## config.mk

```make
export PLATFORM = sky130hd
export DESIGN_NAME = humidity_temp_frame_crc_decoder
export DESIGN_NICKNAME = d
export VERILOG_FILES = /design/src/design/htfcd_pkg.sv /design/src/design/humidity_temp_frame_crc_decoder.sv
export SDC_FILE = /design/constraint.sdc
export NUM_CORES = 1
export LEC_CHECK = 0
export BUFFER_PORTS_ARGS = -buffer_cell sky130_fd_sc_hd__buf_2
export CORE_MARGIN = 5
export CORE_UTILIZATION = 51
export DETAILED_ROUTE_END_ITERATION = 8
export MAX_ROUTING_LAYER = met4
export PLACE_DENSITY_LB_ADDON = 0.25
export SLEW_MARGIN = 20
export SYNTH_ARGS = -nofsm -noshare
export SYNTH_HDL_FRONTEND = slang
export SYNTH_SLANG_ARGS = --single-unit
```

## constraint.sdc

```tcl
create_clock -name i_clk -period 6.05 [get_ports i_clk]
set_input_delay 0.605 -clock i_clk [delete_from_list [all_inputs] [get_ports i_clk]]
set_output_delay 0.605 -clock i_clk [all_outputs]
set_load 0.05 [all_outputs]
```

## src/design/htfcd_pkg.sv

```systemverilog
`timescale 1ns / 1ps
`default_nettype none

package htfcd_pkg;

    // Byte slots of one measurement frame
    typedef enum logic [2:0] {
        POS_T_HI  = 3'd0,
        POS_T_LO  = 3'd1,
        POS_T_CRC = 3'd2,
        POS_H_HI  = 3'd3,
        POS_H_LO  = 3'd4,
        POS_H_CRC = 3'd5
    } t_byte_pos;

    localparam logic [7:0] CRC_POLY = 8'h31;
    localparam logic [7:0] CRC_INIT = 8'hFF;

    // 1750 * 65535 fits in 27 bits, 1000 * 65535 in 26 bits
    localparam int TEMP_PROD_W = 27;
    localparam int HUMI_PROD_W = 26;

    localparam logic [10:0]            TEMP_SCALE  = 11'd1750;
    localparam logic [9:0]             HUMI_SCALE  = 10'd1000;
    // 450 * 65535
    localparam logic [TEMP_PROD_W-1:0] TEMP_OFFSET = 27'd29490750;

    // CRC-8, MSB first, one byte
    function automatic logic [7:0] crc8_byte(input logic [7:0] crc, input logic [7:0] data);
        logic [7:0] c;
        c = crc ^ data;
        for (int i = 0; i < 8; i++) begin
            c = c[7] ? ((c << 1) ^ CRC_POLY) : (c << 1);
        end
        return c;
    endfunction

endpackage

`default_nettype wire

```

## src/design/humidity_temp_frame_crc_decoder.sv

```systemverilog
`timescale 1ns / 1ps
`default_nettype none

// Sensor frame decoder with CRC-8 word check (poly 0x31, init 0xFF).
// Input channel (i_in_valid / o_in_ready): one frame byte per word, in the
// order temp high, temp low, temp CRC, humi high, humi low, humi CRC.
// i_frame_start marks a byte as the first of a frame and drops any partial
// frame. A word with a good CRC replaces the held raw value; a bad one keeps it.
// Output channel (o_out_valid / i_out_ready): one word per six input bytes,
// carrying both CRC flags, the held raw values, temperature in 0.1 degC and
// humidity in per-mille.
// Throughput: one input byte per cycle while o_in_ready is high. The CRC step
// is combinational on the accepted byte; conversion runs in a four-register
// pipeline (frame result, constant products, signed magnitude, divide by
// 65535 as add and shift).
// Reset: synchronous, active low; clears position, CRC and held raw values,
// empties the pipeline. o_in_ready is low during reset.
// Stall: each pipeline stage holds while the stage after it is full and
// blocked, so up to four results queue before o_in_ready drops.
module humidity_temp_frame_crc_decoder (
    input  wire logic               i_clk,
    input  wire logic               i_rst_n,
    input  wire logic               i_in_valid,
    output logic                    o_in_ready,
    input  wire logic [7:0]         i_rx_byte,
    input  wire logic               i_frame_start,
    output logic                    o_out_valid,
    input  wire logic               i_out_ready,
    output logic signed [11:0]      o_temperature_deci_c,
    output logic [9:0]              o_humidity_permille,
    output logic                    o_temp_crc_ok,
    output logic                    o_humi_crc_ok,
    output logic [15:0]             o_held_raw_temp,
    output logic [15:0]             o_held_raw_humi
);
    import htfcd_pkg::*;

    // Frame state
    t_byte_pos   r_pos,    n_pos;
    logic [7:0]  r_crc,    n_crc;
    logic [7:0]  r_hi,     n_hi;
    logic [7:0]  r_lo,     n_lo;
    logic        r_tgood,  n_tgood;
    logic [15:0] r_raw_t,  n_raw_t;
    logic [15:0] r_raw_h,  n_raw_h;

    t_byte_pos   w_pos;
    logic        w_accept;
    logic        w_emit;
    logic        w_match;
    logic [7:0]  w_crc_step;
    logic [7:0]  w_crc_first;

    // Pipeline enables: a stage loads when empty or when its content moves on
    logic en1, en2, en3, en4;

    // Stage 1: frame result
    logic        r_v1;
    logic        r_s1_tok, r_s1_hok;
    logic [15:0] r_s1_raw_t, r_s1_raw_h;

    // Stage 2: constant products
    logic                   r_v2;
    logic                   r_s2_tok, r_s2_hok;
    logic [15:0]            r_s2_raw_t, r_s2_raw_h;
    logic [TEMP_PROD_W-1:0] r_s2_prod_t;
    logic [HUMI_PROD_W-1:0] r_s2_prod_h;

    // Stage 3: temperature as sign and magnitude
    logic                   r_v3;
    logic                   r_s3_tok, r_s3_hok;
    logic [15:0]            r_s3_raw_t, r_s3_raw_h;
    logic [TEMP_PROD_W-1:0] r_s3_mag_t;
    logic                   r_s3_neg;
    logic [HUMI_PROD_W-1:0] r_s3_prod_h;

    logic                   w_ge;
    logic [TEMP_PROD_W-1:0] w_mag_t;

    // Stage 4: output register
    logic               r_v4;
    logic signed [11:0] r_out_temp;
    logic [9:0]         r_out_humi;
    logic               r_out_tok, r_out_hok;
    logic [15:0]        r_out_raw_t, r_out_raw_h;

    // x / 65535 == (x + (x >> 16) + 1) >> 16 for x < 65535 * 65536
    logic [TEMP_PROD_W:0] w_sum_t;
    logic [HUMI_PROD_W:0] w_sum_h;
    logic [11:0]          w_q_t;

    assign en4 = !r_v4 || i_out_ready;
    assign en3 = !r_v3 || en4;
    assign en2 = !r_v2 || en3;
    assign en1 = !r_v1 || en2;

    assign o_in_ready = en1 && i_rst_n;
    assign w_accept   = i_in_valid && o_in_ready;

    // A start mark forces slot 0; the unused codes also fall to slot 0
    assign w_pos       = i_frame_start ? POS_T_HI : r_pos;
    assign w_crc_step  = crc8_byte(r_crc, i_rx_byte);
    assign w_crc_first = crc8_byte(CRC_INIT, i_rx_byte);
    assign w_match     = (i_rx_byte == r_crc);

    always_comb begin
        n_pos   = r_pos;
        n_crc   = r_crc;
        n_hi    = r_hi;
        n_lo    = r_lo;
        n_tgood = r_tgood;
        n_raw_t = r_raw_t;
        n_raw_h = r_raw_h;
        w_emit  = 1'b0;
        if (i_frame_start) begin
            n_tgood = 1'b0;
        end
        unique case (w_pos) inside
            POS_T_LO, POS_H_LO: begin
                n_lo  = i_rx_byte;
                n_crc = w_crc_step;
                n_pos = (w_pos == POS_T_LO) ? POS_T_CRC : POS_H_CRC;
            end
            POS_T_CRC: begin
                n_tgood = w_match;
                if (w_match) begin
                    n_raw_t = {r_hi, r_lo};
                end
                n_crc = CRC_INIT;
                n_pos = POS_H_HI;
            end
            POS_H_CRC: begin
                if (w_match) begin
                    n_raw_h = {r_hi, r_lo};
                end
                n_crc  = CRC_INIT;
                n_pos  = POS_T_HI;
                w_emit = 1'b1;
            end
            default: begin
                // high byte of either word: CRC restarts from the init value
                n_hi  = i_rx_byte;
                n_crc = w_crc_first;
                n_pos = (w_pos == POS_H_HI) ? POS_H_LO : POS_T_LO;
            end
        endcase
    end

    always_ff @(posedge i_clk) begin
        if (!i_rst_n) begin
            r_pos   <= POS_T_HI;
            r_crc   <= CRC_INIT;
            r_hi    <= 8'd0;
            r_lo    <= 8'd0;
            r_tgood <= 1'b0;
            r_raw_t <= 16'd0;
            r_raw_h <= 16'd0;
        end else if (w_accept) begin
            r_pos   <= n_pos;
            r_crc   <= n_crc;
            r_hi    <= n_hi;
            r_lo    <= n_lo;
            r_tgood <= n_tgood;
            r_raw_t <= n_raw_t;
            r_raw_h <= n_raw_h;
        end
    end

    // Valid bits
    always_ff @(posedge i_clk) begin
        if (!i_rst_n) begin
            r_v1 <= 1'b0;
            r_v2 <= 1'b0;
            r_v3 <= 1'b0;
            r_v4 <= 1'b0;
        end else begin
            if (en1) begin
                r_v1 <= w_accept && w_emit;
            end
            if (en2) begin
                r_v2 <= r_v1;
            end
            if (en3) begin
                r_v3 <= r_v2;
            end
            if (en4) begin
                r_v4 <= r_v3;
            end
        end
    end

    // Payload stages
    assign w_ge    = (r_s2_prod_t >= TEMP_OFFSET);
    assign w_mag_t = w_ge ? (r_s2_prod_t - TEMP_OFFSET) : (TEMP_OFFSET - r_s2_prod_t);

    assign w_sum_t = {1'b0, r_s3_mag_t} + (TEMP_PROD_W+1)'(r_s3_mag_t[TEMP_PROD_W-1:16])
                     + (TEMP_PROD_W+1)'(1);
    assign w_sum_h = {1'b0, r_s3_prod_h} + (HUMI_PROD_W+1)'(r_s3_prod_h[HUMI_PROD_W-1:16])
                     + (HUMI_PROD_W+1)'(1);
    assign w_q_t   = w_sum_t[TEMP_PROD_W:16];

    always_ff @(posedge i_clk) begin
        if (en1) begin
            r_s1_tok   <= r_tgood;
            r_s1_hok   <= w_match;
            r_s1_raw_t <= n_raw_t;
            r_s1_raw_h <= n_raw_h;
        end
        if (en2) begin
            r_s2_tok    <= r_s1_tok;
            r_s2_hok    <= r_s1_hok;
            r_s2_raw_t  <= r_s1_raw_t;
            r_s2_raw_h  <= r_s1_raw_h;
            r_s2_prod_t <= TEMP_PROD_W'(r_s1_raw_t) * TEMP_PROD_W'(TEMP_SCALE);
            r_s2_prod_h <= HUMI_PROD_W'(r_s1_raw_h) * HUMI_PROD_W'(HUMI_SCALE);
        end
        if (en3) begin
            r_s3_tok    <= r_s2_tok;
            r_s3_hok    <= r_s2_hok;
            r_s3_raw_t  <= r_s2_raw_t;
            r_s3_raw_h  <= r_s2_raw_h;
            r_s3_mag_t  <= w_mag_t;
            r_s3_neg    <= !w_ge;
            r_s3_prod_h <= r_s2_prod_h;
        end
        if (en4) begin
            r_out_tok   <= r_s3_tok;
            r_out_hok   <= r_s3_hok;
            r_out_raw_t <= r_s3_raw_t;
            r_out_raw_h <= r_s3_raw_h;
            r_out_temp  <= r_s3_neg ? -$signed(w_q_t) : $signed(w_q_t);
            r_out_humi  <= w_sum_h[HUMI_PROD_W-1:16];
        end
    end

    assign o_out_valid          = r_v4;
    assign o_temperature_deci_c = r_out_temp;
    assign o_humidity_permille  = r_out_humi;
    assign o_temp_crc_ok        = r_out_tok;
    assign o_humi_crc_ok        = r_out_hok;
    assign o_held_raw_temp      = r_out_raw_t;
    assign o_held_raw_humi      = r_out_raw_h;

    // Checks
    a_emit_loads_s1: assert property (@(posedge i_clk) disable iff (!i_rst_n)
        (w_accept && w_pos == POS_H_CRC) |=> r_v1)
        else $error("frame end did not load stage 1");

    a_start_restarts: assert property (@(posedge i_clk) disable iff (!i_rst_n)
        (w_accept && i_frame_start) |=> (r_pos == POS_T_LO && r_tgood == 1'b0))
        else $error("start mark did not restart the frame");

    a_humi_range: assert property (@(posedge i_clk) disable iff (!i_rst_n)
        o_out_valid |-> (o_humidity_permille <= 10'd1000))
        else $error("humidity out of range");

    a_temp_range: assert property (@(posedge i_clk) disable iff (!i_rst_n)
        o_out_valid |-> (o_temperature_deci_c >= -12'sd450 &&
                         o_temperature_deci_c <= 12'sd1300))
        else $error("temperature out of range");

    a_no_drop: assert property (@(posedge i_clk) disable iff (!i_rst_n)
        (r_v3 && !en4) |=> r_v3)
        else $error("stage 3 dropped a result while stalled");

endmodule

`default_nettype wire

```

==> results by stage <==
Floorplanning:
- The die boundary height is 202 microns.
- From left edge to right edge, the die measures about 200 microns.
- The core region is 36500 sq um.
- For this design the top-level I/O count stands at slightly above 70.
- In this run the core area contains 70 standard-cell rows.
- The die outline area is 40900 sq um.
- The initial core utilization is 51.6%.

Global routing:
- Global routing consumed, over all layers together, between 15 and 20% of the routing resources.
- The number of global-route vias before repair is ~12000.
- Entering global routing, the biggest net connects a little over 80 pins.
- For this run the aggregate overflow at the end of global routing stands at 0.
- The first-pass GRT wire length is 58400 microns.
- The initial antenna violation count is 0.

Synthesis:
- The cell count after synthesis came out at around 1600.
- The number of distinct standard cells referenced by the synthesized netlist is between 70 and 80.
- The dominant cell type by area after synthesis is edfxtp_1.
- The commonest cells after synthesis are 252 x edfxtp_1, 222 x inv_1, 165 x ha_1.
- The number of nets produced by synthesis is roughly 1900.
- The sequential-to-total area share from yosys stat is between 40 and 50%.
- The leading cell type by number of instances after synthesis is edfxtp_1.
- The top flip-flop cell by instance count after synthesis is edfxtp_1.
- After synthesis, the cell types taking the most area are edfxtp_1 40%, fa_1 12%, ha_1 11%.
- The mapped cell area is 18800 sq um.
- The average size of a mapped cell is 11.8 sq um.
- Synthesis inferred about 320 register bits.
- The count of warnings emitted by yosys is 0.
- The share of the synthesized area in the top cell type is about two fifths.
- The async set-or-reset flop fraction in the synthesized netlist is 0%.
- Yosys mapped a number of flops with a built-in enable equal to between 200 and 300.

Critical path:
- The path depth of the worst reg2reg path is 17.
- The start-to-end type of the worst setup path is register to register.
- In this run the worst path has a maximum fanout of 7.
- STA puts the critical path data required time at roughly 6.3 ns.
- At the worst endpoint, the arrival time is ~5.8 ns.
- The critical path launch point type is a register.
- The element type at the critical path end is a register.

Clock network:
- For this design, the CTS-stage hold fixing added 0 buffers.
- After clock tree synthesis, the clock-pin slew on the worst setup and hold paths is 0.06 ns.
- The clock tree synthesis step divided the H-tree into 2 levels.
- The cell sitting at the root of the clock tree is a clkbuf_16.
- After clock tree synthesis, the repair step resized 0 gates.
- At the later pin of the worst-skew pair, clock insertion delay measures 0.55 ns.
- In this run, CTS created clock tree buffers numbering 36.
- The number of buffers on the longest clock path is 3.
- Once the clock tree was built, the setup fixing pass inserted 0 buffers.
- The CTS tree is done.
- The tree built by TritonCTS fans out to around 320 sinks.

Layout:
- In the final layout, the multi-input gates occupy ~9000 sq um.
- The register cell area after layout is roughly 9000 sq um.
- The layout cell share with drive strength beyond 1 is about a tenth.
- After filler insertion, the fill cell instance count of the layout stands at approximately 3000.
- The number of antenna diodes in the final layout is 0.
- In the final design database the tool counted between 1500 and 2000 nets.
- The area growth from synthesis to layout is 10.6%.

STA:
- In the final timing run, aggregate negative setup slack is 0 ns.
- The highest clock frequency the design can meet is roughly 180 MHz.
- The worst relative slew slack is roughly 28%.
- The number of failing hold endpoints at the final stage was 0.
- The clock arrives with 0.0248 ns of skew.
- Setup repair after global routing left no endpoint under its margin.
- The count of pins over their slew limit was 0.
- The worst path needs between 5 and 6 ns of the cycle, external delays included.
- In the finished design, the share of the clock period the worst path needs comes to about nine tenths.
- The total setup violations reported at the end of the flow is 0.
- The setup slack after layout is ~0.5 ns.
- At the pin with the least slew margin, the transition time is roughly 1.1 ns.

Pwr:
- Dividing total power by cell area gives a power density of about 220 nW/um^2.
- The worst voltage drop across the vdd grid is about 240 uV.
- The cell leakage power is 9.85 nW.

Status:
- The flow ran to the end, and the final reports show no timing, DRC or antenna violations.

Route:
- The wire length per cell is around 16 microns.
- The aggregate routed wire length is around 35000 microns.
- The number of design rule violations left after detail routing is 0.
- The violation count after the first detailed-routing iteration is about 460.
- The vias per cell is between 5 and 6.
- The detailed-route via count is around 11000.
- For this run, the detailed router's first-pass iteration total came to 5.
- Once detail routing completed, the nets flagged for antenna violations numbered 0.

Place:
- Once detailed placement completed, the half-perimeter wirelength came to ~25000 microns.
- OpenSTA, run right after detailed placement, puts the worst setup slack at around 0.54 ns.
- Buffers placed on the I/O ports in this run total 70.
- The final weighted congestion in routability-driven placement is between 0.8 and 0.9.

Job:
- Max-cap violations in this run came to 0.

Worst hold path:
- The worst hold path belongs to the class input port to register.
- The depth of the worst hold-timing path is 3.
[worst max-delay path, cell delays in order, from the launching register on]
cell	delay, ns
edfxtp_1	0.51
ha_1	0.40
inv_1	0.09
fa_1	0.53
inv_1	0.05
fa_1	0.50
fa_1	0.54
inv_1	0.05
fa_1	0.49
inv_1	0.04
ha_1	0.35
or2_2	0.31
a21oi_1	0.19
nor2_1	0.11
a2111oi_0	0.68
or3_1	0.22
o21ai_0	0.09
xor2_1	0.15
[report_power, final]
part / switching, mW / internal, mW
clock network: 0.855 / 1.27
logic: 0.0893 / 0.0734
registers: 0.0152 / 2.33
total: 0.960 / 3.67
[final timing paths]
path | slack, ns | startpoint | end
max | 0.50 | r_s1_raw_t[2] | r_s2_prod_t[25]
min | 0.36 | i_in_valid | r_v1
min reg2reg | 0.41 | r_s2_prod_h[16] | r_s3_prod_h[16]
max reg2reg | 0.50 | r_s1_raw_t[2] | r_s2_prod_t[25]
[layer usage]
metal  routed length (microns)  vias to the layer above  track usage, %
met5                         0                        -               -
met4                       901                        0            5.63
met3                      1390                       62            3.00
met2                     16000                      183            28.2
met1                     16400                     5341            24.1
li1                          -                     5658               -
[per-stage QoR]
stage / instances / power (mW) / util (%) / instance area, sq um / hold slack (ns)
after detailed placement: 2094 / 2.55 / 53.9 / 19700 / 0.405
after global routing: 2159 / 4.81 / 57.1 / 20800 / 0.372
after floorplan: 1592 / 2.52 / - / 18800 / 0.400
final: 2159 / 4.63 / 57.1 / 20800 / 0.364
after CTS: 2159 / 4.69 / 57.0 / 20800 / 0.335
after global placement: 2094 / 2.55 / 53.9 / 19700 / 0.402
[cells in the final DEF (no fill, tap or decap), types with 7 or more instances in the layout]
cell type  instances
and3_1            16
edfxtp_1         252
nor2b_1           17
a21boi_0          10
nor2_1            59
nand4_1            7
mux2_2            32
a21oi_1           70
fa_1             111
ha_1             165
buf_2             70
clkbuf_16         36
dfxtp_1           64
inv_1            220
xnor2_1           91
nand3_1           55
o21a_1            11
nor3_1            18
or3_1             10
o21ai_0           39
a21o_1            22
xor2_1            30
mux2i_1           10
a31oi_1           11
nand2_1          115
a211oi_1           7
clkbuf_1          12
and2_1             9
o22ai_1            9
[kinds of logic after synthesis]
group	after synthesis	synth area share (%)
buffers and inverters	266	5.37
AO/OA/AOI/OAI	226	7.92
flip-flops	316	46.9
AND/OR/NAND/NOR	344	8.87
adder cells (fa/ha/maj)	276	22.7
XOR/XNOR	121	5.62
multiplexers	43	2.52
[sequential cells by signal, summed over array words and instances, names as in the netlist, 21 cells and up]
| register | cells |
|---|---|
| r_s2_prod_t | 25 |
| r_s2_prod_h | 21 |
| r_s3_mag_t | 26 |
| r_s3_prod_h | 21 |
[final cells by class]
| type | instances | share of cell area (%) |
|---|---|---|
| clock buffer | 50 | 4.67 |
| clock inverter | 15 | 0.895 |
| inverter | 223 | 4.03 |
| multi-input combinational | 1010 | 43.2 |
| sequential | 316 | 42.5 |
| tap | 468 | 2.81 |
| timing repair buffer | 77 | 1.95 |
(Power assumes the default switching activity.)
